<file path="src/dcpc_pkg.sv">
`timescale 1ns / 1ps
package dcpc_pkg;

   localparam int unsigned COEF_WIDTH_DEF = 16;
   localparam int unsigned LANE_WIDTH     = 16;
   localparam int unsigned NUM_SETS       = 3;
   localparam int unsigned ACC_WIDTH      = 32;

   localparam logic [2:0] KIND_LOWER_SENTRY  = 3'd0;
   localparam logic [2:0] KIND_HIGHER_SENTRY = 3'd1;
   localparam logic [2:0] KIND_HERO          = 3'd2;
   localparam logic [2:0] KIND_INFANTRY      = 3'd3;
   localparam logic [2:0] KIND_NONE          = 3'd4;

   localparam logic [2:0] REG_KIND        = 3'd0;
   localparam logic [2:0] REG_SET0_DIST   = 3'd1;
   localparam logic [2:0] REG_SET0_PITCH  = 3'd2;
   localparam logic [2:0] REG_SET1_DIST   = 3'd3;
   localparam logic [2:0] REG_SET1_PITCH  = 3'd4;
   localparam logic [2:0] REG_SET2_DIST   = 3'd5;
   localparam logic [2:0] REG_SET2_PITCH  = 3'd6;

   localparam logic [1:0] SET0 = 2'd0;
   localparam logic [1:0] SET1 = 2'd1;
   localparam logic [1:0] SET2 = 2'd2;

   localparam logic [5:0] SPEED_HERO_SET0 = 6'd10;
   localparam logic [5:0] SPEED_HERO_SET1 = 6'd16;
   localparam logic [5:0] SPEED_INF_SET0  = 6'd15;
   localparam logic [5:0] SPEED_INF_SET1  = 6'd18;
   localparam logic [5:0] SPEED_INF_SET2  = 6'd30;

   localparam logic [15:0] RANGE_OUTPOST_MIN = 16'd768;
   localparam logic [15:0] RANGE_HERO_NEAR   = 16'd512;

   localparam logic signed [31:0] HERO_NEAR_DELTA = 32'sd4260;

   typedef struct packed {
      logic signed [19:0] pitch_in;
      logic [5:0]         speed_mps;
      logic [15:0]        range_q8;
      logic               outpost_mode;
      logic signed [31:0] check_in;
   } req_type;

   typedef struct packed {
      logic signed [19:0] pitch_out;
      logic signed [31:0] check_out;
   } rsp_type;

   typedef struct packed {
      logic               valid;
      logic               apply;
      logic               to_check;
      logic               use_poly;
      logic               near;
      logic               single;
      logic [1:0]         set;
      logic signed [19:0] pitch;
      logic signed [31:0] check;
      logic [15:0]        range_q8;
      logic signed [31:0] acc;
      logic signed [31:0] plane;
   } item_type;

   function automatic logic signed [15:0] lane_coef(input logic [63:0] regval,
                                                     input logic [1:0] idx,
                                                     input int unsigned cw);
      logic [15:0]        raw;
      logic signed [15:0] tmp;
      raw = regval[idx * LANE_WIDTH +: LANE_WIDTH];
      tmp = signed'(raw << (LANE_WIDTH - cw));
      return tmp >>> (LANE_WIDTH - cw);
   endfunction

endpackage

</file>
<file path="src/dcpc_horner_step.sv">
`timescale 1ns / 1ps
module dcpc_horner_step #(
   parameter int unsigned COEF_WIDTH = dcpc_pkg::COEF_WIDTH_DEF,
   parameter int unsigned X_WIDTH    = 17,
   parameter int unsigned FRAC       = 8,
   parameter int unsigned LANE       = 1,
   parameter bit          NEG_SINGLE = 1'b0
) (
   input  logic                      clock,
   input  logic                      reset,
   input  dcpc_pkg::item_type        item,
   input  logic signed [X_WIDTH-1:0] x,
   input  logic [2:0][63:0]          coefs,
   output dcpc_pkg::item_type        item_out
);
   import dcpc_pkg::*;

   localparam int unsigned PROD_WIDTH = ACC_WIDTH + X_WIDTH;
   localparam int unsigned SUM_WIDTH  = PROD_WIDTH + 2;
   localparam int unsigned ADD_WIDTH  = LANE_WIDTH + 5;
   localparam logic signed [SUM_WIDTH-1:0] HALF    = SUM_WIDTH'(1) <<< (FRAC - 1);
   localparam logic signed [SUM_WIDTH-1:0] ACC_MAX = (SUM_WIDTH'(1) <<< (ACC_WIDTH - 1)) - 1;
   localparam logic signed [SUM_WIDTH-1:0] ACC_MIN = -(SUM_WIDTH'(1) <<< (ACC_WIDTH - 1));

   item_type                     mid_ff;
   item_type                     out_ff;
   item_type                     out_in;
   logic signed [PROD_WIDTH-1:0] prod_ff;
   logic signed [PROD_WIDTH-1:0] prod_in;
   logic signed [ADD_WIDTH-1:0]  addend;
   logic signed [SUM_WIDTH-1:0]  sum;
   logic signed [SUM_WIDTH-1:0]  rnd;

   assign prod_in = PROD_WIDTH'(item.acc) * PROD_WIDTH'(x);

   always_comb begin
      addend = ADD_WIDTH'(lane_coef(coefs[mid_ff.set], 2'(LANE), COEF_WIDTH)) <<< 4;
      if (NEG_SINGLE && mid_ff.single) begin
         addend = -addend;
      end
      sum = SUM_WIDTH'(prod_ff) + ((SUM_WIDTH'(addend) <<< FRAC) | HALF);
      rnd = sum >>> FRAC;
      out_in = mid_ff;
      if (!((LANE > 1) && mid_ff.single)) begin
         if (rnd > ACC_MAX) begin
            out_in.acc = ACC_MAX[ACC_WIDTH-1:0];
         end else if (rnd < ACC_MIN) begin
            out_in.acc = ACC_MIN[ACC_WIDTH-1:0];
         end else begin
            out_in.acc = rnd[ACC_WIDTH-1:0];
         end
      end
   end

   always_ff @(posedge clock) begin
      prod_ff <= prod_in;
   end

   always_ff @(posedge clock) begin
      if (reset) begin
         mid_ff <= '0;
         out_ff <= '0;
      end else begin
         mid_ff <= item;
         out_ff <= out_in;
      end
   end

   assign item_out = out_ff;

endmodule

</file>
<file path="config.mk">
export PLATFORM = sky130hd
export DESIGN_NAME = dcpc_horner_step
export DESIGN_NICKNAME = d
export VERILOG_FILES = /design/src/dcpc_pkg.sv /design/src/dcpc_horner_step.sv
export SDC_FILE = /design/constraint.sdc
export NUM_CORES = 2
export LEC_CHECK = 0
export ABC_AREA = 1
export CELL_PAD_IN_SITES_DETAIL_PLACEMENT = 1
export CELL_PAD_IN_SITES_GLOBAL_PLACEMENT = 2
export CORE_MARGIN = 3
export CORE_UTILIZATION = 35
export CTS_CLUSTER_SIZE = 30
export DETAILED_ROUTE_END_ITERATION = 8
export DONT_BUFFER_PORTS = 1
export GPL_TIMING_DRIVEN = 0
export HOLD_SLACK_MARGIN = 0.15
export PLACE_DENSITY = 0.83
export SYNTH_ARGS = -nofsm -noshare
export SYNTH_HDL_FRONTEND = slang
export SYNTH_SLANG_ARGS = --single-unit
export TNS_END_PERCENT = 20
</file>
<file path="constraint.sdc">
create_clock -name clock -period 6.2 [get_ports clock]
set_input_delay 0.93 -clock clock [delete_from_list [all_inputs] [get_ports clock]]
set_output_delay 0.93 -clock clock [all_outputs]
set_load 0.05 [all_outputs]
</file>
Word level (Yosys, flattened, before mapping)
Cells that the tools add are included.
{"block": "totals", "regBits": 297, "wordCells": 35}
{"block": "classes", "n_mul": 1, "n_reduce_logical": 1, "addsub": 1, "magnitude_cmp": 3, "mux": 4}
{"operator": "$bmux 64 s2", "count": 1}
{"operator": "$mux 32", "count": 2}
{"operator": "$add 49x28->50", "count": 1}
{"operator": "$mul 32x17->49", "count": 1}
{"operator": "$gt 42x32->1 const B", "count": 1}
{"operator": "$lt 42x32->1 const B", "count": 1}
{"operator": "$mux 31", "count": 1}
{"operator": "$lt 2x3->1 const B", "count": 1}
{"operator": "$reduce_or 2->1", "count": 1}

Depth between registers and ports, before layout
{"block": "logic_depth", "ltp_word": 6, "ltp_mapped": 29, "mapped_depth_nobuf": 27}

Worst setup path before layout
Ideal clock, no wire load.
{"block": "synth_timing", "kind": "input to register", "start": "input item[39] in the netlist's numbering", "end": "register prod_ff[40]", "cell_stages": 26, "t_arrival_ps": 6318, "path_buffers": 2, "path_slack_ps": -230, "setup_ps": 112, "path_cell_list": "clkbuf_1 > clkbuf_1 > nand2_1 > fa_1 > inv_1 > fa_1 > inv_1 > fa_1 > inv_1 > fa_1 > fa_1 > inv_1 > fa_1 > inv_1 > ha_1 > nand2_1 > nor2_1 > inv_1 > o21ai_0 > nand3_1 > o211ai_1 > a21oi_1 > o21ai_0 > nand3_1 > nand3_1 > nand2_1"}
{"block": "synth_via", "elab_chain_len": 1}
{"item": "start, declared", "line_no": "dcpc_horner_step.sv:11", "text": "input dcpc_pkg::item_type item,"}
{"item": "$mul 32x17->49", "line_no": "dcpc_horner_step.sv:34", "text": "assign prod_in = PROD_WIDTH'(item.acc) * PROD_WIDTH'(x);"}
{"item": "via prod_in[40]", "line_no": "dcpc_horner_step.sv:29", "text": "logic signed [PROD_WIDTH-1:0] prod_in;"}
{"item": "end signal, assigned", "line_no": "dcpc_horner_step.sv:56", "text": "prod_ff <= prod_in;"}
{"item": "end, declared", "line_no": "dcpc_horner_step.sv:28", "text": "logic signed [PROD_WIDTH-1:0] prod_ff;"}
The timed path passes the listed nets, and every way through them passes these cells.
A chain may end at the register's enable or synchronous reset.

Worst setup path in the final report
{"block": "layout_timing", "start": "input item[48] in the netlist's numbering", "end": "register prod_ff[42]"}
Same word-level chain as after synthesis.

==> metrics.log <==
[metrics] result of the run: complete, no violations
[metrics] endpoints failing hold: 0
[metrics] setup repair after global routing missed its margin: yes
[metrics] Primary FF master, synth: sky130_fd_sc_hd__dfxtp_1
[metrics] minimum clock period after layout: 6.06 ns
[metrics] total instance count after detailed placement: 5178
[metrics] most numerous cell in the Yosys netlist: sky130_fd_sc_hd__inv_1
[metrics] number of levels in the clock H-tree: 1
[metrics] via count normalized by instance count: 4.72
[metrics] Synthesized Nets: 5042
[metrics] actual transition at the worst max-transition pin: 1.07 ns
[metrics] delay of the slowest cell on the worst path: 0.55 ns
[metrics] latest clock arrival within the worst-skew pair: 0.57 ns
[metrics] Max Clock Freq: 165 MHz
[metrics] clock sinks: 290
[metrics] required time at the endpoint of the critical path: 6.68 ns
[metrics] EDFF count, synth: 0
[metrics] placement row count: 108
[metrics] dominant cell type by area after synthesis: sky130_fd_sc_hd__fa_1
[metrics] kind of start point of the critical path: primary input
[metrics] iteration count of the initial detailed-routing pass: 5
[metrics] global router's overall resource usage: 23.9%
[metrics] area inside the core boundary: 0.0870 mm^2
[metrics] routed length per instance: 20.9 um
[metrics] gate count of the mapped netlist: 4022
[metrics] clock root cell: sky130_fd_sc_hd__clkbuf_16
[metrics] endpoint type of the worst setup path: flip-flop
[metrics] TritonCTS clock tree: built
[metrics] vias in the first global route: 27400
[metrics] clock transition at the registers of the reported paths: 0.07 ns
[metrics] worst slack at placement: -1.68 ns
[metrics] Setup Viol. Count Final: 0
[metrics] share of the clock period used by the worst path: 97.7%
[metrics] mapped cell area: 0.0308 mm^2
[metrics] non-filler cells in the finished layout: 5232
[metrics] dominant cells by area after synthesis: sky130_fd_sc_hd__fa_1 34%, sky130_fd_sc_hd__dfxtp_1 19%, sky130_fd_sc_hd__inv_1 14%
[metrics] classification of the worst setup path: primary input to flip-flop
[metrics] Post-Route WL: 109000 um
[metrics] post-synth cell types: 43
[metrics] Final #Nets: 5074
[metrics] worst min path class: flip-flop to flip-flop
[metrics] starting utilization of the core area: 35.4%
[metrics] layout cells sized above 1: 6.70%
[metrics] most instantiated cells after synthesis: 1161 x sky130_fd_sc_hd__inv_1, 885 x sky130_fd_sc_hd__nand2_1, 520 x sky130_fd_sc_hd__fa_1, 400 x sky130_fd_sc_hd__nor2_1, 290 x sky130_fd_sc_hd__dfxtp_1
[metrics] via count: 24700
[metrics] cts bufs inserted: 26
[metrics] crit path DAT: 6.54 ns
[metrics] register bit count reported by yosys: 290
[metrics] DRC Markers: 0
[metrics] CP Cell Sequence: clkbuf_4 > clkbuf_16 > nand2_1 > fa_1 > fa_1 > fa_1 > inv_1 > fa_1 > fa_1 > inv_1 > fa_1 > inv_1 > ha_2 > nand2_1 > nor2_2 > inv_1 > nor2_2 > nand3_1 > a21oi_2 > nor2_1 > o31ai_2 > xor2_1
[metrics] category of cells accounting for the largest share of critical-path delay: adder cells
[metrics] fin worst setup slack: 0.143 ns
[metrics] wire length of the first global-routing pass: 166000 um
[metrics] max capacitance violation total: 0
[metrics] die span in y: 303 um
[metrics] largest fanout on the critical path: 10
[metrics] slowest stage cell, crit path: sky130_fd_sc_hd__fa_1
[metrics] deepest clock path buffer count: 3
[metrics] total negative slack: 0 ns
[metrics] Layout Area Growth over Synthesis: 9.98%
[metrics] CP bufs+invs: 6
[metrics] global placement routability congestion: 0.895
[metrics] die span in x: 303 um
[metrics] antenna violations before repair: 5
[metrics] sequential area share after synthesis: 18.8%
[metrics] antenna violation net count after detailed routing: 0
[metrics] drt first-iter violations: 1345
[metrics] final core utilization: 38.9%
[metrics] area share of the leading cell type in the synthesized netlist: 33.8%
[metrics] worst max-slew margin expressed relative to the limit: 28.4%
[metrics] Post-Syn Area per Cell: 7.66 um^2
[metrics] DP HPWL: 93700 um
[metrics] die area: 0.0916 mm^2
[metrics] ys async rst share: 0%
[metrics] final max-slew violation count: 0
[metrics] Most Frequent Cell on Critical Path: sky130_fd_sc_hd__fa_1
[metrics] port buffer count: 0
[metrics] largest net degree at the start of global routing: 23
[metrics] Max Clock Skew: 0.0335 ns
[metrics] grt total ovfl: 0
[metrics] count of yosys warnings during synthesis: 0
[metrics] IO Pins: 491
==> cells in the final DEF (no fill, tap or decap), types with 14 or more instances in the layout <==
master and count:
sky130_fd_sc_hd__nand3_1 57, sky130_fd_sc_hd__nand2_1 883, sky130_fd_sc_hd__buf_4 20, sky130_fd_sc_hd__xnor2_1 38
sky130_fd_sc_hd__clkbuf_16 28, sky130_fd_sc_hd__xor2_1 44, sky130_fd_sc_hd__dfxtp_1 290, sky130_fd_sc_hd__nor2_2 14
sky130_fd_sc_hd__clkbuf_1 51, sky130_fd_sc_hd__inv_1 1161, sky130_fd_sc_hd__fa_1 510, sky130_fd_sc_hd__a21oi_1 96
sky130_fd_sc_hd__ha_1 136, sky130_fd_sc_hd__nor2_1 393, sky130_fd_sc_hd__clkbuf_2 40, sky130_fd_sc_hd__clkbuf_4 14
sky130_fd_sc_hd__a21oi_2 43, sky130_fd_sc_hd__o21ai_0 70
==> flip-flops by register name (all words and copies together) (netlist names) <==
name      flops
item_out    140
mid_ff      108
prod_ff      42
==> cell families after synthesis <==
kind of cell / count (synthesis) / share of synthesized area, %
xor gates and xnor gates: 82 / 2.33
adders and majority gates: 669 / 39.8
AOI/OAI and AO/OA: 267 / 5.05
DFF: 290 / 18.8
and+or+nand+nor: 1394 / 17.7
buffers and inverters: 1320 / 16.2
==> worst reg2reg max path, cell delays in order, from the launching register on <==
cell and delay (ns):
sky130_fd_sc_hd__dfxtp_1 0.30, sky130_fd_sc_hd__clkbuf_1 0.23, sky130_fd_sc_hd__inv_1 0.33, sky130_fd_sc_hd__clkbuf_1 0.49
sky130_fd_sc_hd__o21ai_0 0.16, sky130_fd_sc_hd__o21ai_0 0.75, sky130_fd_sc_hd__ha_1 0.38, sky130_fd_sc_hd__nand2_1 0.13
sky130_fd_sc_hd__nor2_1 0.22, sky130_fd_sc_hd__nand2_1 0.10, sky130_fd_sc_hd__nor2_1 0.11, sky130_fd_sc_hd__nand2_1 0.07
sky130_fd_sc_hd__nand3_2 0.14, sky130_fd_sc_hd__nand2_1 0.14, sky130_fd_sc_hd__nand2_1 0.11, sky130_fd_sc_hd__nand2_1 0.05
sky130_fd_sc_hd__nand2_1 0.06, sky130_fd_sc_hd__nand3_1 0.07, sky130_fd_sc_hd__nor2_1 0.11, sky130_fd_sc_hd__nand3_1 0.10
sky130_fd_sc_hd__nand2_2 0.14, sky130_fd_sc_hd__buf_6 0.20, sky130_fd_sc_hd__a21oi_2 0.07
==> final timing paths <==
kind         depth (start not counted)   startpoint            to  slack (ns)
max                                 22     item[48]   prod_ff[42]        0.14
min                                  2   mid_ff[17]  item_out[17]        0.40
max reg2reg                         22  mid_ff[133]  item_out[43]        1.57
min reg2reg                          2   mid_ff[17]  item_out[17]        0.40
==> stage by stage <==
| stage | hold WS (ns) | cell area, um^2 |
|---|---|---|
| after floorplan | 0.388 | 30800 |
| after global placement | 0.390 | 32300 |
| after detailed placement | 0.395 | 32300 |
| after CTS | 0.395 | 33600 |
| after global routing | 0.415 | 33900 |
| final | 0.400 | 33900 |
==> layout make-up <==
cell class	count	area, um^2
repair buffers	4	37.5
plain buffers	155	1050
well taps	1155	1450
diodes	3	7.51
clock buffers	37	732
flip-flops and latches	290	5810
multi-input cells	2412	20300
inverters	1165	4370
fillers	10600	53100
clock inverters	11	166
==> what timing repair did <==
action / 4_1_cts / 5_1_grt
hold buffers: 0 / 0
resized for setup: 170 / 141
setup endpoints to repair: 33 / 26
buffers inserted: 0 / 3
hold endpoints to repair: 0 / 0
pin swaps: 2 / 6
==> layer usage <==
metal	wire length [um]	GRT usage (%)	vias to the layer above	share of wire, %
li1	-	-	11500	-
met1	44500	29.1	12400	41
met2	53400	42.6	720	49
met3	7640	4.52	158	7.0
met4	3970	7.63	0	3.6
met5	0	0	-	0
Power is left out: the tool's default activity adds up to more than one toggle a clock period on the data nets, which glitch-free logic cannot reach.
