**src/dcpc_pkg.sv**
```systemverilog
`timescale 1ns / 1ps
package dcpc_pkg;

   localparam int unsigned COEF_WIDTH_DEF = 16;
   localparam int unsigned LANE_WIDTH     = 16;
   localparam int unsigned NUM_SETS       = 3;
   localparam int unsigned ACC_WIDTH      = 32;

   localparam logic [2:0] KIND_LOWER_SENTRY  = 3'd0;
   localparam logic [2:0] KIND_HIGHER_SENTRY = 3'd1;
   localparam logic [2:0] KIND_HERO          = 3'd2;
   localparam logic [2:0] KIND_INFANTRY      = 3'd3;
   localparam logic [2:0] KIND_NONE          = 3'd4;

   localparam logic [2:0] REG_KIND        = 3'd0;
   localparam logic [2:0] REG_SET0_DIST   = 3'd1;
   localparam logic [2:0] REG_SET0_PITCH  = 3'd2;
   localparam logic [2:0] REG_SET1_DIST   = 3'd3;
   localparam logic [2:0] REG_SET1_PITCH  = 3'd4;
   localparam logic [2:0] REG_SET2_DIST   = 3'd5;
   localparam logic [2:0] REG_SET2_PITCH  = 3'd6;

   localparam logic [1:0] SET0 = 2'd0;
   localparam logic [1:0] SET1 = 2'd1;
   localparam logic [1:0] SET2 = 2'd2;

   localparam logic [5:0] SPEED_HERO_SET0 = 6'd10;
   localparam logic [5:0] SPEED_HERO_SET1 = 6'd16;
   localparam logic [5:0] SPEED_INF_SET0  = 6'd15;
   localparam logic [5:0] SPEED_INF_SET1  = 6'd18;
   localparam logic [5:0] SPEED_INF_SET2  = 6'd30;

   localparam logic [15:0] RANGE_OUTPOST_MIN = 16'd768;
   localparam logic [15:0] RANGE_HERO_NEAR   = 16'd512;

   localparam logic signed [31:0] HERO_NEAR_DELTA = 32'sd4260;

   typedef struct packed {
      logic signed [19:0] pitch_in;
      logic [5:0]         speed_mps;
      logic [15:0]        range_q8;
      logic               outpost_mode;
      logic signed [31:0] check_in;
   } req_type;

   typedef struct packed {
      logic signed [19:0] pitch_out;
      logic signed [31:0] check_out;
   } rsp_type;

   typedef struct packed {
      logic               valid;
      logic               apply;
      logic               to_check;
      logic               use_poly;
      logic               near;
      logic               single;
      logic [1:0]         set;
      logic signed [19:0] pitch;
      logic signed [31:0] check;
      logic [15:0]        range_q8;
      logic signed [31:0] acc;
      logic signed [31:0] plane;
   } item_type;

   function automatic logic signed [15:0] lane_coef(input logic [63:0] regval,
                                                     input logic [1:0] idx,
                                                     input int unsigned cw);
      logic [15:0]        raw;
      logic signed [15:0] tmp;
      raw = regval[idx * LANE_WIDTH +: LANE_WIDTH];
      tmp = signed'(raw << (LANE_WIDTH - cw));
      return tmp >>> (LANE_WIDTH - cw);
   endfunction

endpackage

```
**src/dcpc_decode.sv**
```systemverilog
`timescale 1ns / 1ps
module dcpc_decode (
   input  logic              clock,
   input  logic              reset,
   input  logic              start,
   input  dcpc_pkg::req_type req_data,
   input  logic [2:0]        kind,
   output dcpc_pkg::item_type item
);
   import dcpc_pkg::*;

   item_type item_ff;
   item_type item_in;

   always_comb begin
      item_in          = '0;
      item_in.valid    = start;
      item_in.pitch    = req_data.pitch_in;
      item_in.check    = req_data.check_in;
      item_in.range_q8 = req_data.range_q8;
      item_in.apply    = (req_data.pitch_in != '0) && (req_data.speed_mps != '0) &&
                         (req_data.range_q8 != '0) && (kind <= KIND_INFANTRY);
      item_in.to_check = 1'b1;
      item_in.set      = SET0;
      case (kind)
         KIND_LOWER_SENTRY: begin
            item_in.use_poly = 1'b1;
            item_in.single   = 1'b1;
            item_in.to_check = 1'b0;
         end
         KIND_HIGHER_SENTRY: begin
            item_in.use_poly = 1'b1;
            item_in.set      = SET2;
         end
         KIND_HERO: begin
            if (req_data.outpost_mode) begin
               item_in.use_poly = req_data.range_q8 > RANGE_OUTPOST_MIN;
               item_in.set      = SET2;
            end else begin
               case (req_data.speed_mps)
                  SPEED_HERO_SET0: begin
                     item_in.use_poly = 1'b1;
                     item_in.set      = SET0;
                  end
                  SPEED_HERO_SET1: begin
                     item_in.use_poly = 1'b1;
                     item_in.set      = SET1;
                  end
                  default: item_in.use_poly = 1'b0;
               endcase
               item_in.near = req_data.range_q8 < RANGE_HERO_NEAR;
            end
         end
         KIND_INFANTRY: begin
            case (req_data.speed_mps)
               SPEED_INF_SET0: begin
                  item_in.use_poly = 1'b1;
                  item_in.set      = SET0;
               end
               SPEED_INF_SET1: begin
                  item_in.use_poly = 1'b1;
                  item_in.set      = SET1;
               end
               SPEED_INF_SET2: begin
                  item_in.use_poly = 1'b1;
                  item_in.set      = SET2;
               end
               default: item_in.use_poly = 1'b0;
            endcase
         end
         default: item_in.use_poly = 1'b0;
      endcase
   end

   always_ff @(posedge clock) begin
      if (reset) begin
         item_ff <= '0;
      end else begin
         item_ff <= item_in;
      end
   end

   assign item = item_ff;

endmodule

```
**config.mk**
```make
export PLATFORM = sky130hd
export DESIGN_NAME = dcpc_decode
export DESIGN_NICKNAME = d
export VERILOG_FILES = /design/src/dcpc_pkg.sv /design/src/dcpc_decode.sv
export SDC_FILE = /design/constraint.sdc
export NUM_CORES = 1
export LEC_CHECK = 0
export BUFFER_PORTS_ARGS = -buffer_cell sky130_fd_sc_hd__buf_2
export CELL_PAD_IN_SITES_DETAIL_PLACEMENT = 1
export CELL_PAD_IN_SITES_GLOBAL_PLACEMENT = 1
export CORE_UTILIZATION = 27
export CTS_CLUSTER_DIAMETER = 80
export DETAILED_ROUTE_END_ITERATION = 7
export PLACE_DENSITY_LB_ADDON = 0.1
export SETUP_SLACK_MARGIN = 0.4
export SYNTH_ARGS = -nofsm -noshare
export SYNTH_HDL_FRONTEND = slang
export SYNTH_SLANG_ARGS = --single-unit
```
**constraint.sdc**
```tcl
create_clock -name clock -period 1.65 [get_ports clock]
set_clock_uncertainty 0.1 [all_clocks]
set_input_delay 0.165 -clock clock [delete_from_list [all_inputs] [get_ports clock]]
set_output_delay 0.165 -clock clock [all_outputs]
set_load 0.02 [all_outputs]
```
# Yosys cells after proc, flatten, opt, wreduce, memory -nomap -nowiden
# Index checks and enable logic that the tools add are counted.
[op_classes]
n_eq_ne = 8
bitwise_logic = 1
order_cmp = 3
mux = 10
reduce_logical = 11
[ops]
columns = ["operator", "count"]
rows = [
  ["$reduce_bool A20 Y1", 1],
  ["$eq A6 B5 Y1 const B", 3],
  ["$gt A16 B10 Y1 const B", 1],
  ["$lt A16 B10 Y1 const B", 1],
  ["$reduce_bool A16 Y1", 1],
  ["$eq A6 B4 Y1 const B", 2],
  ["$eq A3 B2 Y1 const B", 2],
  ["$mux W1", 6],
  ["$pmux W2 S3", 1],
  ["$reduce_bool A6 Y1", 1],
  ["$reduce_or A3 Y1", 2],
  ["$pmux W2 S2", 1],
  ["$reduce_or A2 Y1", 2],
  ["$eq A3 B1 Y1 const B", 1],
  ["$le A3 B2 Y1 const B", 1],
  ["$logic_and A1 B1 Y1", 3],
  ["$logic_not A3 Y1", 1],
  ["$pmux W1 S3", 1],
  ["$mux W2", 1],
  ["$not A1 Y1", 1],
]
[word_totals]
out_inout_bits = 140
reg_bits = 140
wordCells = 45
inputBits = 81

# Logic depth before layout (Yosys ltp)
# Gate-level depths: netlist of the first run.
[logic_depth]
ltp_word = 5
depth_mapped = 4

# Worst setup path after synthesis of the first run
# OpenSTA, ideal clock, no wires.
[synth_path]
path_type = "input port to flip-flop"
startpoint = "input port req_data[50] (netlist bit)"
endpoint = "register item_ff, in the netlist item[136]"
stages = 4
arrival_ps = 1241
path_slack_ps = 221
path_buffers = 0
required_ps = 1462
cell_sequence = "or3b_4 a2111oi_4 o221ai_2 a311oi_2"
[synth_between]
elab_chain_cells = 5
word_cells_on_any_way = 11
[synth_rtl]
columns = ["item", "line_no", "text"]
rows = [
  ["start: declaration", "dcpc_decode.sv:6", "input dcpc_pkg::req_type req_data,"],
  ["$eq A6 B5 Y1 or $eq A6 B4 Y1 (tied branches)", "dcpc_decode.sv:40", "case (req_data.speed_mps)"],
  ["$reduce_or A2 Y1 (no line)", "-", ""],
  ["$mux W1", "dcpc_decode.sv:40", ""],
  ["$mux W1", "dcpc_decode.sv:36", "if (req_data.outpost_mode) begin"],
  ["$pmux W1 S3 (*)", "dcpc_decode.sv:25", "case (kind)"],
  ["end signal: assignment", "dcpc_decode.sv:79", "item_ff <= item_in;"],
  ["end: declaration", "dcpc_decode.sv:12", "item_type item_ff;"],
]
# Every way passes the cells marked *; elsewhere a longest branch is shown, timed or not.
# A chain may end at the register's enable or synchronous reset.

# Final worst setup path of the first run
[layout_path]
startpoint = "input port req_data[53] (netlist bit)"
endpoint = "register item_ff, in the netlist item[136]"
# The elaborated chain is that of the path after synthesis.

==> results of run 1 <==
[worst min-delay path by stage]
stage                                 endpoint    startpoint  depth (start not counted)  slack, ns
after floorplan           item[136]$_SDFF_PP0_       kind[2]                          1       0.13
after global placement    item[105]$_SDFF_PP0_  req_data[25]                          2       0.27
after detailed placement  item[109]$_SDFF_PP0_  req_data[29]                          2       0.28
after CTS                 item[132]$_SDFF_PP0_  req_data[53]                          3      0.002
after global routing      item[132]$_SDFF_PP0_  req_data[53]                          3       0.02
final                     item[132]$_SDFF_PP0_  req_data[53]                          3       0.02
[power by group through the flow]
stage / combinational, uW / clock (uW) / sequential, uW
floorplan: 355 / 0 / 2120
global placement: 600 / 0 / 1990
detailed placement: 604 / 0 / 1990
CTS: 739 / 1300 / 1950
global route: 805 / 1370 / 1960
finish: 748 / 1220 / 1950
[layer usage]
metal	part of all wire (%)	wire length [microns]	track usage (%)
met5	0	0	0
met2	51	4150	26.6
met4	2.4	194	7.14
met1	39	3240	16.1
met3	7.6	621	4.91
[synth_stat cells]
| cell | count | area (sq um) |
|---|---|---|
| conb_1 | 1 | 3.75 |
| nand3_1 | 4 | 20.0 |
| nand2_1 | 4 | 15.0 |
| dfxtp_1 | 76 | 1520 |
| a2111oi_4 | 1 | 27.5 |
| nand4_1 | 1 | 6.26 |
| buf_4 | 64 | 480 |
| nor4_1 | 10 | 62.6 |
| a311oi_2 | 1 | 15.0 |
| or3b_4 | 1 | 11.3 |
| clkbuf_1 | 10 | 37.5 |
| nor3_1 | 5 | 25.0 |
| o221ai_2 | 1 | 15.0 |
| nand3b_1 | 2 | 15.0 |
| a21oi_1 | 3 | 15.0 |
| nor2_1 | 6 | 22.5 |
| o31ai_1 | 1 | 7.51 |
| nor2b_1 | 69 | 432 |
| xnor2_1 | 1 | 8.76 |
| o21ai_0 | 1 | 5.00 |
| a2bb2oi_1 | 1 | 8.76 |
| or4_1 | 1 | 7.51 |
| a21o_1 | 1 | 7.51 |
| nand4b_1 | 2 | 17.5 |
| inv_1 | 1 | 3.75 |
[layout make-up]
type                    count  area (sq um)
clock inverters             6          40.0
multi-input cells         180          1020
clock buffers               9           124
fillers                  1194          5490
well taps                 133           166
flip-flops and latches     76          1520
repair buffers            233          1540
inverters                   1          3.75
[through the flow]
step                      instance area [sq um]  setup WS (ns)  total power, uW
after floorplan                            3030          0.253             2470
after global placement                     3490        -0.0548             2590
after detailed placement                   3490        -0.0776             2600
after CTS                                  4390          0.406             3980
after global routing                       4420          0.343             4140
final                                      4420          0.390             3920
[kinds of logic (layout without fill, tap and decap cells)]
family,after synthesis,count (layout),share of synthesized area (%)
simple gates,105,105,22.7
flops,76,76,54.5
buf+inv,75,249,18.7
compound gates,10,10,3.63
other cells,1,64,0.134
xor+xnor,1,1,0.314
[worst min-delay path, cell delays in order]
cell     delay [ns]
buf_2          0.13
nand3_1        0.07
nor3_1         0.05
[what timing repair did]
action,CTS,global route
setup buffers,0,0
hold buffers,72,0
pin swaps,0,1
setup endpoints to repair,1,2
resized for setup,1,5
hold endpoints to repair,73,0
==> results.sh, run 1 <==
export IMPL_status="completed"
export IMPL_syn_inst=268
export IMPL_worstSetupStartpoint="req_data[53]"
export IMPL_power_switching_uw=1150
export IMPL_placed_cells=551
export IMPL_cp_max_fo=7
export IMPL_hold_worst_slack_ns=0.0205
export IMPL_layout_cells_non_filler=638
export IMPL_worstPathArrival_ns=1.41
export IMPL_layout_common_cells="buf_2 (156), dfxtp_1 (76), dlygate4sd3_1 (72), nor2b_1 (69), conb_1 (64)"
export IMPL_path_depth=5
export IMPL_yosysUniqueCellTypes=25
export IMPL_numCtsBuffers=9
export IMPL_crit_family="compound AO/OA/AOI/OAI gates"
export IMPL_grt_pass1_vias=2439
export IMPL_crit_buf_inv=1
export IMPL_setup_worst_path_end="item[136]$_SDFF_PP0_"
export IMPL_cap_violations=0
export IMPL_cts_max_path_buffers=2
export IMPL_fmax_mhz=794
export IMPL_std_cell_rows=36
export IMPL_route_final_wire_length_microns=8210
export IMPL_hp_class="in2reg"
export IMPL_critPathKind="in2reg"
export IMPL_required_ns=1.80
export IMPL_slew_viol_final=0
export IMPL_start_util_pct=28.2
export IMPL_ir_drop_mv=0.338
export IMPL_p_sw_share_pct=29.3
export IMPL_slowest_stage="or3b_4"
export IMPL_dieArea_sq_um=10700
export IMPL_critPathLaunchType="input pin"
export IMPL_rsz0062_at_grt="yes"
export IMPL_drc=0
export IMPL_pin_count=221
export IMPL_p_leak_uw=0.00214
export IMPL_seq_power_share_pct=49.7
export IMPL_drtIter0Drc=52
export IMPL_fin_util_pct=44.6
export IMPL_yosysWarningCount=0
export IMPL_num_vias=2449
export IMPL_finalHoldViolCount=0
export IMPL_combPwrFrac_pct=19.1
export IMPL_timing_final_crit_share_pct=76.4
export IMPL_seq_area_frac_synth_pct=54.5
export IMPL_grtUsageTotal_pct=15.0
export IMPL_endpoint_kind="flop"
export IMPL_wl_per_cell_microns=12.9
export IMPL_p_clk_share_pct=31.2
export IMPL_ant_nets=0
export IMPL_syn_area_sq_um=2790
export IMPL_synth_seq_cells=76
export IMPL_period_needed_ns=1.26
export IMPL_grt_max_degree=46
export IMPL_core_area_sq_um=9910
export IMPL_dp_hpwl_microns=5490
export IMPL_root_buffer="clkbuf_8"
export IMPL_syn_avg_cell_area_sq_um=10.4
export IMPL_finalSetupViolCount=0
export IMPL_clk_pin_slew_worst_paths_ns=0.08
export IMPL_ctsHtreeMaxLevel=3
export IMPL_antenna_found_initial=0
export IMPL_dr_pass1_iters=4
export IMPL_via_per_inst=3.84
export IMPL_p_int_uw=2770
export IMPL_cts_tree="done"
export IMPL_worstPathCellList="buf_2 > or3b_4 > a2111oi_4 > o221ai_2 > a311oi_2"
export IMPL_die_height_microns=104
export IMPL_tns_ns=0
export IMPL_largest_reg_flops=76
export IMPL_n_antenna_cell=0
export IMPL_drive_gt1_share_pct=36.6
export IMPL_slowest_delay_ns=0.40
export IMPL_nNetsFinal=582
export IMPL_grt_pass1_wl_microns=12600
export IMPL_mostFrequentLayoutCell="buf_2"
export IMPL_fp_dieW_microns=104
export IMPL_gp_congestion=0.715
export IMPL_cts_sinks=76
export IMPL_area_delta_synth_final_pct=58.2
export IMPL_overflow=0
export IMPL_cellPowerDensity_nw_per_um2=888
export IMPL_io_buffers=156
Power figures use the tool's default switching activity.
==> run 2: changes to the inputs <==
==> constraint.sdc (replaced) <==
create_clock -name clock -period 1.3 [get_ports clock]
set_clock_uncertainty 0.1 [all_clocks]
set_input_delay 0.13 -clock clock [delete_from_list [all_inputs] [get_ports clock]]
set_output_delay 0.13 -clock clock [all_outputs]
set_load 0.02 [all_outputs]
==> run 2 against run 1 <==
The run now ends with hold timing left. First-iteration DRC count decreased by 17%. Hold slack got worse by 0.051 ns. Worst setup slack got worse by 0.21 ns. Critical endpoint unchanged. Sequential power increased by 30%. Design area increased by 16%. Sequential cell count unchanged. Non-clock buffer count increased by 7. Global-route usage increased by 2.3 points. Clock-buffer cell count increased by 4. Via count increased by 3.2%. Highest routed layer unchanged.
==> results.sh, run 2 (same netlist as run 1, synthesis figures left out) <==
export IMPL_crit_family="compound AO/OA/AOI/OAI gates"
export IMPL_status="finished, violations left"
export IMPL_violations="hold timing"
export IMPL_largest_reg_flops=76
export IMPL_fmax_mhz=896
export IMPL_via_per_inst=3.91
export IMPL_hold_worst_slack_ns=-0.0308
export IMPL_pre_cts_ws_ns=-0.237
export IMPL_io_buffers=156
export IMPL_worstPathCellList="buf_6 > or3b_4 > a2111oi_4 > o221ai_2 > a311oi_2"
export IMPL_finalHoldViolCount=1
export IMPL_grt_pass1_vias=2678
export IMPL_slew_viol_final=0
export IMPL_start_util_pct=28.2
export IMPL_gp_congestion=0.777
export IMPL_route_final_wire_length_microns=9100
export IMPL_wl_per_cell_microns=14.1
export IMPL_grtUsageTotal_pct=17.3
export IMPL_cap_violations=0
export IMPL_ctsHtreeMaxLevel=3
export IMPL_mostFrequentLayoutCell="buf_2"
export IMPL_drive_gt1_share_pct=52.9
export IMPL_dieArea_sq_um=10700
export IMPL_drtIter0Drc=43
export IMPL_antenna_found_initial=1
export IMPL_cts_setup_buffers=0
export IMPL_endpoint_kind="flop"
export IMPL_ir_drop_mv=0.408
export IMPL_cts_sinks=76
export IMPL_layout_common_cells="buf_2 (78), buf_6 (77), dfxtp_2 (75), nor2b_1 (69), dlygate4sd3_1 (69)"
export IMPL_die_height_microns=104
export IMPL_dr_pass1_iters=4
export IMPL_slew_headroom_pct=65.7
export IMPL_ant_nets=0
export IMPL_crit_buf_inv=1
export IMPL_holdPathStages=2
export IMPL_worst_slack_ns=0.184
export IMPL_period_needed_ns=1.12
export IMPL_overflow=0
export IMPL_grt_pass1_wl_microns=14400
export IMPL_required_ns=1.46
export IMPL_clk_pin_slew_worst_paths_ns=0.07
export IMPL_tightest_slew_ns=0.514
export IMPL_timing_final_crit_share_pct=85.8
export IMPL_path_depth=5
export IMPL_critPathKind="in2reg"
export IMPL_fillers=1128
export IMPL_hp_class="in2reg"
export IMPL_fp_dieW_microns=104
export IMPL_cts_max_path_buffers=2
export IMPL_nNetsFinal=589
export IMPL_tns_ns=0
export IMPL_slowest_stage="or3b_4"
export IMPL_root_buffer="clkbuf_8"
export IMPL_rsz0062_at_grt="yes"
export IMPL_num_vias=2528
export IMPL_std_cell_rows=36
export IMPL_worstPathArrival_ns=1.27
export IMPL_slowest_delay_ns=0.40
export IMPL_core_area_sq_um=9910
export IMPL_pin_count=221
export IMPL_cts_tree="done"
export IMPL_critPathLaunchType="input pin"
export IMPL_dp_hpwl_microns=5480
export IMPL_drc=0
export IMPL_p_leak_uw=0.00233
export IMPL_area_delta_synth_final_pct=83.2
export IMPL_grt_max_degree=50
export IMPL_numCtsBuffers=9
export IMPL_cellPowerDensity_nw_per_um2=1060
export IMPL_cp_max_fo=2
export IMPL_hold_buffers=70
export IMPL_finalSetupViolCount=0
run 2: metrics by stage:
| step | hold WS, ns | area [sq um] | total power, uW | utilization (%) | cells |
|---|---|---|---|---|---|
| 6_report | -0.0308 | 5110 | 5430 | 51.6 | 646 |
| 5_1_grt | -0.0235 | 5110 | 5700 | 51.6 | 646 |
| 4_1_cts | -0.0607 | 5050 | 5450 | 51.0 | 645 |
| 3_5_place_dp | 0.247 | 3570 | 3320 | 36.0 | 560 |
| 3_3_place_gp | 0.237 | 3570 | 3300 | 36.0 | 560 |
| 2_1_floorplan | 0.0979 | 3040 | 3140 | - | 331 |
run 2: layout make-up:
type | count | area (sq um) | share of cell area, %
timing repair buffer | 240 | 2070 | 40.5
sequential | 76 | 1620 | 31.6
multi-input combinational | 180 | 1070 | 20.9
tap | 133 | 166 | 3.25
clock buffer | 13 | 149 | 2.91
clock inverter | 2 | 35.0 | 0.685
inverter | 1 | 3.75 | 0.0734
antenna | 1 | 2.50 | 0.0489
run 2: repair_timing:
action	4_1_cts	5_1_grt
pin swaps	4	2
hold endpoints to repair	75	2
gates resized for setup	232	10
gates cloned	0	0
setup endpoints to repair	79	82
run 2: metal layers:
layer	vias to the layer above	wire length [microns]	track usage, %	share of wire, %
li1	1210	-	-	-
met1	1159	3640	19.2	40
met4	0	200	7.14	2.2
met2	144	4450	29.8	49
met3	15	811	6.54	8.9
met5	-	0	0	0
run 2: path summary, 6_finish.rpt:
path | startpoint | end | slack [ns]
worst max-delay path | req_data[52] | item[136]$_SDFF_PP0_ | 0.18
worst min-delay path | kind[0] | item[134]$_SDFF_PP0_ | -0.03
run 2: power breakdown:
| group | internal, uW | switching, uW | leakage (uW) |
|---|---|---|---|
| Combinational | 549 | 578 | 0.00158 |
| Sequential | 2470 | 58.9 | 0.000653 |
| Clock | 930 | 837 | 0.0000935 |
