**src/dcpc_pkg.sv**
```systemverilog
`timescale 1ns / 1ps
package dcpc_pkg;

   localparam int unsigned COEF_WIDTH_DEF = 16;
   localparam int unsigned LANE_WIDTH     = 16;
   localparam int unsigned NUM_SETS       = 3;
   localparam int unsigned ACC_WIDTH      = 32;

   localparam logic [2:0] KIND_LOWER_SENTRY  = 3'd0;
   localparam logic [2:0] KIND_HIGHER_SENTRY = 3'd1;
   localparam logic [2:0] KIND_HERO          = 3'd2;
   localparam logic [2:0] KIND_INFANTRY      = 3'd3;
   localparam logic [2:0] KIND_NONE          = 3'd4;

   localparam logic [2:0] REG_KIND        = 3'd0;
   localparam logic [2:0] REG_SET0_DIST   = 3'd1;
   localparam logic [2:0] REG_SET0_PITCH  = 3'd2;
   localparam logic [2:0] REG_SET1_DIST   = 3'd3;
   localparam logic [2:0] REG_SET1_PITCH  = 3'd4;
   localparam logic [2:0] REG_SET2_DIST   = 3'd5;
   localparam logic [2:0] REG_SET2_PITCH  = 3'd6;

   localparam logic [1:0] SET0 = 2'd0;
   localparam logic [1:0] SET1 = 2'd1;
   localparam logic [1:0] SET2 = 2'd2;

   localparam logic [5:0] SPEED_HERO_SET0 = 6'd10;
   localparam logic [5:0] SPEED_HERO_SET1 = 6'd16;
   localparam logic [5:0] SPEED_INF_SET0  = 6'd15;
   localparam logic [5:0] SPEED_INF_SET1  = 6'd18;
   localparam logic [5:0] SPEED_INF_SET2  = 6'd30;

   localparam logic [15:0] RANGE_OUTPOST_MIN = 16'd768;
   localparam logic [15:0] RANGE_HERO_NEAR   = 16'd512;

   localparam logic signed [31:0] HERO_NEAR_DELTA = 32'sd4260;

   typedef struct packed {
      logic signed [19:0] pitch_in;
      logic [5:0]         speed_mps;
      logic [15:0]        range_q8;
      logic               outpost_mode;
      logic signed [31:0] check_in;
   } req_type;

   typedef struct packed {
      logic signed [19:0] pitch_out;
      logic signed [31:0] check_out;
   } rsp_type;

   typedef struct packed {
      logic               valid;
      logic               apply;
      logic               to_check;
      logic               use_poly;
      logic               near;
      logic               single;
      logic [1:0]         set;
      logic signed [19:0] pitch;
      logic signed [31:0] check;
      logic [15:0]        range_q8;
      logic signed [31:0] acc;
      logic signed [31:0] plane;
   } item_type;

   function automatic logic signed [15:0] lane_coef(input logic [63:0] regval,
                                                     input logic [1:0] idx,
                                                     input int unsigned cw);
      logic [15:0]        raw;
      logic signed [15:0] tmp;
      raw = regval[idx * LANE_WIDTH +: LANE_WIDTH];
      tmp = signed'(raw << (LANE_WIDTH - cw));
      return tmp >>> (LANE_WIDTH - cw);
   endfunction

endpackage

```
**src/dcpc_output.sv**
```systemverilog
`timescale 1ns / 1ps
module dcpc_output (
   input  logic               clock,
   input  logic               reset,
   input  dcpc_pkg::item_type item,
   output logic               rsp_valid,
   output dcpc_pkg::rsp_type  rsp_data
);
   import dcpc_pkg::*;

   localparam logic signed [33:0] PITCH_MAX = 34'sd524287;
   localparam logic signed [33:0] PITCH_MIN = -34'sd524288;
   localparam logic signed [33:0] CHECK_MAX = 34'sd2147483647;
   localparam logic signed [33:0] CHECK_MIN = -34'sd2147483648;

   logic               valid_ff;
   logic               valid_in;
   rsp_type            data_ff;
   rsp_type            data_in;
   logic signed [31:0] delta;
   logic signed [33:0] pitch_diff;
   logic signed [33:0] check_diff;

   always_comb begin
      if (item.near) begin
         delta = HERO_NEAR_DELTA;
      end else if (item.use_poly) begin
         delta = item.acc;
      end else begin
         delta = '0;
      end
      pitch_diff = 34'(item.pitch) - 34'(delta);
      check_diff = 34'(item.check) - 34'(delta);
      data_in.pitch_out = item.pitch;
      data_in.check_out = item.check;
      if (item.apply) begin
         if (pitch_diff > PITCH_MAX) begin
            data_in.pitch_out = PITCH_MAX[19:0];
         end else if (pitch_diff < PITCH_MIN) begin
            data_in.pitch_out = PITCH_MIN[19:0];
         end else begin
            data_in.pitch_out = pitch_diff[19:0];
         end
         if (item.to_check) begin
            if (check_diff > CHECK_MAX) begin
               data_in.check_out = CHECK_MAX[31:0];
            end else if (check_diff < CHECK_MIN) begin
               data_in.check_out = CHECK_MIN[31:0];
            end else begin
               data_in.check_out = check_diff[31:0];
            end
         end
      end
      valid_in = item.valid;
   end

   always_ff @(posedge clock) begin
      if (reset) begin
         valid_ff <= 1'b0;
      end else begin
         valid_ff <= valid_in;
      end
   end

   always_ff @(posedge clock) begin
      data_ff <= data_in;
   end

   assign rsp_valid = valid_ff;
   assign rsp_data  = data_ff;

endmodule

```
**config.mk**
```make
export PLATFORM = sky130hd
export DESIGN_NAME = dcpc_output
export DESIGN_NICKNAME = d
export VERILOG_FILES = /design/src/dcpc_pkg.sv /design/src/dcpc_output.sv
export SDC_FILE = /design/constraint.sdc
export NUM_CORES = 1
export LEC_CHECK = 0
export BUFFER_PORTS_ARGS = -buffer_cell sky130_fd_sc_hd__buf_2
export CAP_MARGIN = 20
export CORE_UTILIZATION = 35
export CTS_CLUSTER_SIZE = 10
export DETAILED_ROUTE_END_ITERATION = 8
export SETUP_SLACK_MARGIN = 0.15
export SLEW_MARGIN = 30
export SYNTH_ARGS = -nofsm -noshare
export SYNTH_HDL_FRONTEND = slang
export SYNTH_SLANG_ARGS = --single-unit
```
**constraint.sdc**
```tcl
create_clock -name clock -period 6.7 [get_ports clock]
set_clock_uncertainty 0.05 [all_clocks]
set_input_delay 0.335 -clock clock [delete_from_list [all_inputs] [get_ports clock]]
set_output_delay 0.335 -clock clock [all_outputs]
set_load 0.02 [all_outputs]
```
## After elaboration in Yosys (flattened, before gate mapping)

Index checks and enable logic that the tools add are counted.

- Bits of input ports: 142
- Memory bits (read-only): 0
- Bits in latches: 0
- Memories kept: 0
- Output and inout bits: 53
- RAM bits: 0
- Register bits: 53

- $mul: 0
- Shifts and indexed selects: 0
- Reductions and logical operators: 0
- Eq/ne operators: 0
- Order comparisons: 4
- Add/subtract/negate cells: 2
- Mux-type cells: 8
- Divide/modulo/power cells: 0
- Bitwise logic cells: 0

Operator list:

| kind | number |
|---|---|
| 32-bit two-way mux | 5 |
| 52-bit two-way mux | 1 |
| 20-bit two-way mux | 2 |
| 33-bit by 20-bit greater-than comparator with 1-bit output (second input constant) | 1 |
| 33-bit by 32-bit greater-than comparator with 1-bit output (second input constant) | 1 |
| 33-bit by 20-bit less-than comparator with 1-bit output (second input constant) | 1 |
| 33-bit by 32-bit less-than comparator with 1-bit output (second input constant) | 1 |
| 20-bit by 32-bit subtractor with 33-bit output | 1 |
| 32-bit by 32-bit subtractor with 33-bit output | 1 |

## Logic depth before layout (Yosys ltp)

Gate-level depths: netlist (run 1).

- Word-level depth: 8
- Gate-level depth with buffers: 19
- Mapped depth without buffers: 15

## Least setup slack after synthesis (run 1)

No wires, ideal clock.

- Kind: input-to-reg
- Start: input port item[135] (netlist name)
- End: register data_ff, in the netlist rsp_data[36]
- Path slack: 2360 ps
- Stages: 18
- Data arrival time: 4221 ps
- Path through: buf_4 > nor2b_1 > clkbuf_1 > clkbuf_1 > nand2_1 > ha_1 > and3_1 > and2_1 > a221o_1 > or4_1 > o22ai_2 > xor2_1 > nor3_1 > nand4_1 > o41ai_4 > buf_6 > a21oi_1 > a21oi_1

RTL lines:

| item | line | text |
|---|---|---|
| start: declaration | dcpc_output.sv:5 | `input dcpc_pkg::item_type item,` |
| end signal: assignment | dcpc_output.sv:66 | `data_ff <= data_in;` |
| end: declaration | dcpc_output.sv:18 | `rsp_type data_ff;` |

==> results of run 1 <==
## stage by stage
stage	util, %	cells	total power (µW)	cell area (µm²)	hold slack [ns]
6_report	42.3	1173	1270	7090	0.125
5_1_grt	42.3	1173	1360	7090	0.118
4_1_cts	42.3	1173	1270	7090	0.115
3_5_place_dp	41.5	1165	998	6950	0.446
3_3_place_gp	41.5	1165	996	6950	0.442
2_1_floorplan	-	836	819	6070	0.357
## synth_stat cells (13+ instances only)
library cell / instances
nand2b_1: 15
dfxtp_1: 53
inv_1: 30
clkbuf_1: 38
nand3_1: 24
o21ai_0: 58
ha_1: 59
nor2_1: 51
xnor2_1: 36
nor2b_1: 13
a21o_1: 39
nand2_1: 94
xor2_1: 20
a21oi_1: 95
## layout by cell type (no fill, tap or decap), types with 10 or more instances in the layout
cell,n
a21o_1,39
a21oi_1,95
a22o_1,10
a31oi_1,11
and2_1,12
and3_1,10
buf_2,143
buf_4,10
dfxtp_1,53
ha_1,59
inv_1,30
nand2_1,94
nand2b_1,15
nand3_1,24
nand4_1,10
nor2_1,51
nor2b_1,12
nor3_1,11
o211ai_1,11
o21ai_0,58
xnor2_1,36
xor2_1,20
## critical path: stages
cell	delay [ns]
buf_2	0.17
nor2b_2	0.41
buf_4	0.30
nand2_1	0.17
ha_1	0.46
and3_1	0.27
and2_1	0.17
a221o_1	0.39
or4_1	0.50
o22ai_2	0.14
xor2_1	0.11
nor3_1	0.25
nand4_1	0.17
o41ai_4	0.84
nand2_2	0.25
o221ai_1	0.25
## layer usage
metal | track usage (%) | wire length, µm
met1 | 29.5 | 9170
met3 | 3.31 | 1160
met5 | 0 | 0
met2 | 36.1 | 9070
met4 | 8.52 | 531
## sequential cells by signal, summed over array words and instances (netlist names)
name       flops
rsp_data      52
rsp_valid      1
## path summary, 6_finish.rpt
check | start | endpoint | slack (ns) | cells past startpoint
max | item[136] | rsp_data[34]$_DFF_P_ | 1.68 | 16
min | reset | rsp_valid$_SDFF_PP0_ | 0.12 | 2
## power by group
group	internal [µW]	total, µW	switching [µW]
Clock	138	269	130
Sequential	354	364	10.3
Combinational	249	635	386
## cells by family after synthesis
group	after synthesis	share of synthesized area [%]
AO/OA/AOI/OAI	305	32.8
adder cells (fa/ha/maj)	65	13.5
multiplexers	3	0.515
buffers and inverters	74	4.95
XOR/XNOR	56	8.08
AND/OR/NAND/NOR	280	22.7
flip-flops	53	17.5
## cell type report
cell class / count / area (µm²) / area share, %
Inverter: 30 / 113 / 1.59
Tap cell: 220 / 275 / 3.88
Sequential cell: 53 / 1060 / 15.0
Clock inverter: 2 / 10.0 / 0.141
Timing Repair Buffer: 153 / 791 / 11.2
Clock buffer: 6 / 129 / 1.82
Multi-Input combinational cell: 709 / 4710 / 66.5
==> results.py, run 1 <==
metrics = {
    "floorplan": {
        "dieArea_um2": 17900,
        "die_w_um": 134,
        "initial_core_util_pct": 36.2,
        "num_rows": 47,
        "coreArea_um2": 16800,
        "die_height_um": 134,
        "io_pins": 195,
    },
    "yosys": {
        "ys_seq_area_share_pct": 17.5,
        "synth_area_leaders": "dfxtp_1 (17%), ha_1 (12%), a21oi_1 (7.8%)",
        "ys_ff_latch": 53,
        "synth_cell_types": 73,
        "async_flop_share_pct": 0,
        "syn-num-nets": 1039,
        "synth.top_cell.area_share_pct": 17.5,
        "yosys_most_used_dff": "dfxtp_1",
        "synth_top_cell_by_area": "dfxtp_1",
        "ys_warn_count": 0,
        "synth_area_um2": 6070,
        "syn_avg_cell_area_um2": 7.26,
        "synth_edf_count": 0,
        "synth_cells": 836,
    },
    "sta": {
        "final.period_utilization_pct": 75.0,
        "period_minus_slack_ns": 5.02,
        "final.setup.tns_ns": 0,
        "max_slew_margin_pct": 37.9,
        "worst_pin_slew_ns": 0.928,
        "fmax_mhz": 199,
        "finalHoldViolations": 0,
        "rsz0062_at_grt": "false",
        "final-setup-viol-count": 0,
        "worst_slack_ns": 1.68,
        "finalMaxSlewViolations": 0,
    },
    "clock_network": {
        "cts-buffers-inserted": 5,
        "post_cts_buffers": 0,
        "cts.repair.resized": 0,
        "clkTransAtPathRegs_ns": 0.07,
        "cts_tree": "built",
        "cts_hold_buf": 0,
        "clock-sinks": 53,
        "cts_root_buf": "clkbuf_16",
        "cts.path.max_buffers": 2,
        "htree_levels": 2,
    },
    "layout": {
        "diodes": 0,
        "fillers": 1777,
        "nNetsFinal": 1155,
        "syn2layout_area_growth_pct": 16.8,
        "drive_gt1_share_pct": 19.0,
    },
    "placed_design": {
        "place.gp.congestion": 0.939,
        "dp_slack_ns": 1.44,
        "hpwl_um": 16200,
        "io_buffers": 143,
    },
    "route": {
        "dr.pass1.iters": 5,
        "drcViolationCount": 0,
        "vias": 6558,
        "drt_iter0_drc": 456,
        "routedWlPerCell_um": 17.0,
        "vias_per_cell": 5.59,
        "postRouteWirelength_um": 19900,
        "ant_nets": 0,
    },
    "global_route": {
        "antenna_found_initial": 0,
        "grt_pass1_wl_um": 31400,
        "overflow": 0,
        "grt_pass1_vias": 6047,
        "grt_max_degree": 38,
        "grt.total_usage_pct": 22.2,
    },
    "run": {
        "cap_violations": 0,
    },
    "setup_path": {
        "required_ns": 6.88,
        "path_class": "in2reg",
        "critPathArrivalTime_ns": 5.20,
        "critPathLaunchType": "input pin",
        "critical_path.max_fanout": 15,
        "cp-end-kind": "flop",
    },
    "power": {
        "ir_drop_mv": 0.0989,
        "cellPowerDensity_nw_per_um2": 179,
        "p_leak_uw": 0.00319,
    },
    "outcome": {
        "outcome": "complete, no violations",
    },
    "min_path": {
        "hold_class": "in2reg",
    },
}
(Power assumes the default switching activity.)
==> inputs of run 2 (changes only) <==
==> constraint.sdc (replaced) <==
create_clock -name clock -period 4.1 [get_ports clock]
set_clock_uncertainty 0.05 [all_clocks]
set_input_delay 0.205 -clock clock [delete_from_list [all_inputs] [get_ports clock]]
set_output_delay 0.205 -clock clock [all_outputs]
set_load 0.02 [all_outputs]
==> results.py, run 2 (synthesis gave the netlist of run 1 again) <==
metrics = {
    "outcome": {
        "outcome": "complete, no violations",
    },
    "sta": {
        "period_minus_slack_ns": 3.78,
        "fmax_mhz": 264,
        "worst_slack_ns": 0.316,
        "worst_pin_slew_ns": 0.762,
        "max_slew_margin_pct": 48.6,
        "final-setup-viol-count": 0,
        "finalHoldViolations": 0,
        "final.period_utilization_pct": 92.3,
        "finalMaxSlewViolations": 0,
        "final.setup.tns_ns": 0,
        "rsz0062_at_grt": "false",
    },
    "placed_design": {
        "hpwl_um": 16800,
        "dp_slack_ns": -0.182,
        "place.gp.congestion": 0.949,
        "dpl-instance-area_um2": 7420,
        "io_buffers": 143,
        "dp_cells": 1224,
    },
    "layout": {
        "final_cell_mix": "buf_2 (143), nand2_1 (93), a21oi_1 (93)",
        "diodes": 0,
        "final_common_cell": "buf_2",
        "seq_area_um2": 1060,
        "multi_input_area_um2": 4820,
        "fillers": 1751,
        "final_cells": 1237,
        "drive_gt1_share_pct": 25.9,
        "design_area_um2": 7780,
        "syn2layout_area_growth_pct": 28.1,
        "nNetsFinal": 1219,
        "largest_reg_flops": 52,
    },
    "route": {
        "ant_nets": 0,
        "postRouteWirelength_um": 20600,
        "routedWlPerCell_um": 16.6,
        "dr.pass1.iters": 5,
        "vias_per_cell": 5.55,
        "drt_iter0_drc": 484,
        "vias": 6867,
        "drcViolationCount": 0,
    },
    "min_path": {
        "min-delay-start": "item[139]",
        "hold_class": "in2reg",
        "worstHoldPathCells": 2,
        "whs_endpoint": "rsp_valid$_SDFF_PP0_",
    },
    "global_route": {
        "antenna_found_initial": 0,
        "grt.total_usage_pct": 22.7,
        "met3_usage_pct": 2.82,
        "use_met1_pct": 30.2,
        "grt.met2_usage_pct": 38.4,
        "grt_pass1_vias": 6405,
        "grt_pass1_wl_um": 32300,
        "gr-max-usage-layer": "met2",
        "grt_max_degree": 34,
        "overflow": 0,
    },
    "power": {
        "p_total_uw": 2260,
        "p_leak_uw": 0.00355,
        "ir_drop_mv": 0.152,
        "cellPowerDensity_nw_per_um2": 290,
    },
    "setup_path": {
        "critPathLaunchType": "input pin",
        "cp_slowest_cell": "or3_4",
        "max_stage_delay_ns": 0.39,
        "required_ns": 4.28,
        "crit_cells": 20,
        "crit_family": "simple AND/OR/NAND/NOR gates",
        "worst-path-buf-inv": 5,
        "critical_path.max_fanout": 15,
        "crit_chain": "buf_2 -> nor2b_4 -> buf_12 -> and2_1 -> ha_1 -> fa_2 -> and3b_1 -> o21ai_1 -> buf_4 -> nand3_1 -> a21oi_2 -> or3_4 -> o21ai_2 -> xor2_1 -> nand4_1 -> o41ai_4 -> buf_4 -> buf_12 -> nand2_2 -> o221ai_1",
        "path_class": "in2reg",
        "cp-end-kind": "flop",
        "critPathArrivalTime_ns": 3.97,
    },
    "clock_network": {
        "htree_levels": 2,
        "cts_root_buf": "clkbuf_16",
        "clock-sinks": 53,
        "clkTransAtPathRegs_ns": 0.08,
        "cts_tree": "built",
        "cts-buffers-inserted": 5,
        "cts.path.max_buffers": 2,
    },
    "floorplan": {
        "num_rows": 47,
        "initial_core_util_pct": 36.2,
        "dieArea_um2": 17900,
        "die_w_um": 134,
        "die_height_um": 134,
        "io_pins": 195,
        "coreArea_um2": 16800,
    },
    "run": {
        "cap_violations": 0,
    },
}
run 2: through the flow:
step,utilization [%],hold slack [ns]
2_1_floorplan,-,0.227
3_3_place_gp,44.3,0.315
3_5_place_dp,44.3,0.322
4_1_cts,45.4,0.0662
5_1_grt,46.4,0.0795
6_report,46.4,0.0661
run 2: what timing repair did:
item                                    in CTS  in global routing
pin swaps                                    0                  2
hold buffers                                 1                  0
gates resized for setup                      2                 25
hold endpoints to repair                     1                  0
endpoints found under the setup margin       2                 22
buffers inserted                             0                  3
cloned                                       0                  1
run 2: how the worst max path moves through the flow:
stage,start,end,slack (ns)
after floorplan,item[135],rsp_data[33]$_DFF_P_,0.16
after global placement,item[136],rsp_data[32]$_DFF_P_,-0.10
after detailed placement,item[136],rsp_data[39]$_DFF_P_,-0.18
after CTS,item[136],rsp_data[39]$_DFF_P_,0.20
after global routing,item[135],rsp_data[48]$_DFF_P_,0.19
final,item[136],rsp_data[39]$_DFF_P_,0.32
run 2: layer usage:
layer | vias up | routed length (µm)
met5 | - | 0
met4 | 0 | 391
met3 | 24 | 1220
met2 | 208 | 9700
met1 | 3203 | 9290
li1 | 3432 | -
run 2: report_power, final:
group	switching, µW	internal [µW]	total [µW]
combinational	667	489	1160
sequential	14.5	578	593
clock	218	290	508
total	899	1360	2260
run 2: final cells by class:
class	instances	area share, %
well taps	220	3.54
multi-input cells	709	62.0
clock inverters	2	0.499
inverters	30	1.45
clock buffers	6	1.66
repair buffers	217	17.2
flip-flops and latches	53	13.6
==> inputs of run 3 (changes only) <==
--- a/config.mk
+++ b/config.mk
@@ -5,6 +5,7 @@
 export SDC_FILE = /design/constraint.sdc
 export NUM_CORES = 1
 export LEC_CHECK = 0
+export ABC_AREA = 1
 export BUFFER_PORTS_ARGS = -buffer_cell sky130_fd_sc_hd__buf_2
 export CAP_MARGIN = 20
 export CORE_UTILIZATION = 35
@@ -15,3 +16,4 @@
 export SYNTH_ARGS = -nofsm -noshare
 export SYNTH_HDL_FRONTEND = slang
 export SYNTH_SLANG_ARGS = --single-unit
+export TNS_END_PERCENT = 50
==> results.py, run 3 <==
metrics = {
    "layout": {
        "final_common_cell": "nand2_1",
        "drive_gt1_share_pct": 16.2,
        "diodes": 0,
        "syn2layout_area_growth_pct": 16.5,
        "fillers": 1998,
        "largest_reg_flops": 52,
        "seq_area_um2": 1060,
        "multi_input_area_um2": 4760,
        "final_cell_mix": "nand2_1 (368), buf_2 (143), inv_1 (126)",
        "nNetsFinal": 1431,
    },
    "clock_network": {
        "clkTransAtPathRegs_ns": 0.07,
        "cts_tree": "built",
        "cts.path.max_buffers": 2,
        "cts-buffers-inserted": 5,
        "cts.repair.resized": 0,
        "cts_root_buf": "clkbuf_16",
        "clock-sinks": 53,
        "htree_levels": 2,
        "post_cts_buffers": 0,
    },
    "power": {
        "cellPowerDensity_nw_per_um2": 289,
        "p_leak_uw": 0.00396,
        "ir_drop_mv": 0.156,
    },
    "setup_path": {
        "cp_common_cell": "nand2_1",
        "required_ns": 4.29,
        "critPathArrivalTime_ns": 3.43,
        "critPathLaunchType": "input pin",
        "path_class": "in2reg",
        "max_stage_delay_ns": 0.41,
        "cp-end-kind": "flop",
        "cp_slowest_cell": "ha_1",
        "critical_path.max_fanout": 27,
    },
    "route": {
        "vias_per_cell": 4.93,
        "ant_nets": 0,
        "postRouteWirelength_um": 21200,
        "drt_iter0_drc": 415,
        "vias": 7192,
        "routedWlPerCell_um": 14.5,
        "dr.pass1.iters": 5,
        "drcViolationCount": 0,
    },
    "floorplan": {
        "num_rows": 49,
        "die_height_um": 138,
        "dieArea_um2": 19000,
        "coreArea_um2": 18000,
        "die_w_um": 138,
        "io_pins": 195,
        "initial_core_util_pct": 35.8,
    },
    "yosys": {
        "synth_edf_count": 0,
        "syn-num-nets": 1294,
        "ys_seq_area_share_pct": 16.4,
        "synth_cells": 1091,
        "ys_warn_count": 0,
        "synth.top_cell.area_share_pct": 21.4,
        "synth_common_cells": "nand2_1 (368), inv_1 (126), nor2_1 (116)",
        "synth_area_um2": 6450,
        "synth_cell_types": 49,
        "syn_avg_cell_area_um2": 5.91,
        "synth_area_leaders": "nand2_1 (21%), dfxtp_1 (16%), ha_1 (11%)",
        "async_flop_share_pct": 0,
        "synth_most_common_cell": "nand2_1",
        "ys_ff_latch": 53,
        "synth_top_cell_by_area": "nand2_1",
        "yosys_most_used_dff": "dfxtp_1",
    },
    "sta": {
        "final-setup-viol-count": 0,
        "final.period_utilization_pct": 79.1,
        "max_slew_margin_pct": 51.5,
        "final.setup.tns_ns": 0,
        "fmax_mhz": 309,
        "rsz0062_at_grt": "false",
        "finalMaxSlewViolations": 0,
        "whs_ns": 0.0516,
        "worst_pin_slew_ns": 0.726,
        "period_minus_slack_ns": 3.24,
        "finalHoldViolations": 0,
    },
    "min_path": {
        "hold_class": "in2reg",
        "min-delay-start": "item[139]",
        "whs_endpoint": "rsp_valid$_SDFF_PP0_",
        "worstHoldPathCells": 3,
    },
    "global_route": {
        "overflow": 0,
        "grt.total_usage_pct": 22.5,
        "antenna_found_initial": 0,
        "grt_max_degree": 32,
        "grt_pass1_vias": 6468,
        "grt_pass1_wl_um": 32800,
    },
    "placed_design": {
        "io_buffers": 143,
        "place.gp.congestion": 0.899,
        "hpwl_um": 17900,
    },
    "run": {
        "cap_violations": 0,
    },
    "outcome": {
        "outcome": "complete, no violations",
    },
}
[run 3: changes by cell type after synthesis, moves of 15 or more]
cell and delta:
clkbuf_1 -31, nand2_1 +274, nand3_1 +31, nand2b_1 -15, inv_1 +96, xnor2_1 -28, o21ai_0 -26, a21o_1 -34
nor2_1 +65
[run 3: cells by family after synthesis]
kind of cell	after synthesis	synth area share, %
xor+xnor	42	5.82
buf+inv	149	9.75
fa+ha+maj	61	12.1
compound gates	179	16.0
flops	53	16.4
simple gates	607	40.0
[run 3: worst max path at each step]
stage	start	end	slack, ns
4_1_cts	item[135]	rsp_data[48]$_DFF_P_	0.95
5_1_grt	item[135]	rsp_data[48]$_DFF_P_	0.52
6_report	item[135]	rsp_data[48]$_DFF_P_	0.86
3_5_place_dp	item[135]	rsp_data[48]$_DFF_P_	0.64
3_3_place_gp	item[135]	rsp_data[15]$_DFF_P_	0.63
2_1_floorplan	item[135]	rsp_data[50]$_DFF_P_	1.16
[run 3: report_power, final]
| group | switching (µW) | internal [µW] |
|---|---|---|
| sequential | 19.0 | 591 |
| clock | 217 | 229 |
| combinational | 729 | 387 |
[run 3: routing by layer]
layer / vias up / global-route usage (%) / wire length [µm]
li1: 3799 / - / -
met5: - / 0 / 0
met2: 192 / 37.4 / 9450
met1: 3179 / 30.7 / 10300
met3: 22 / 2.65 / 1110
met4: 0 / 5.19 / 340
[run 3: final cells by class]
type | count | area share, %
Inverter | 130 | 6.49
Clock inverter | 2 | 0.183
Clock buffer | 6 | 1.71
Timing Repair Buffer | 149 | 10.3
Sequential cell | 53 | 14.1
Multi-Input combinational cell | 889 | 63.4
Tap cell | 229 | 3.81
[run 3: critical path, delay by kind of cell]
kind | cells | cell delay [ns]
fa+ha+maj | 1 | 0.41
buf+inv | 5 | 0.61
simple gates | 19 | 2.17
[run 3: what timing repair did]
item                       CTS  global route
hold buffers                 1             0
hold endpoints to repair     1             0
setup endpoints to repair    0             0
[run 3: per-stage QoR]
step | instances | instance area [µm²] | total power (µW) | utilization, % | setup WS [ns]
6_report | 1458 | 7520 | 2170 | 41.7 | 0.859
5_1_grt | 1458 | 7520 | 2360 | 41.7 | 0.525
4_1_cts | 1458 | 7520 | 2190 | 41.7 | 0.951
3_5_place_dp | 1449 | 7360 | 1730 | 40.9 | 0.637
3_3_place_gp | 1449 | 7360 | 1730 | 40.9 | 0.634
2_1_floorplan | 1091 | 6450 | 1420 | - | 1.16
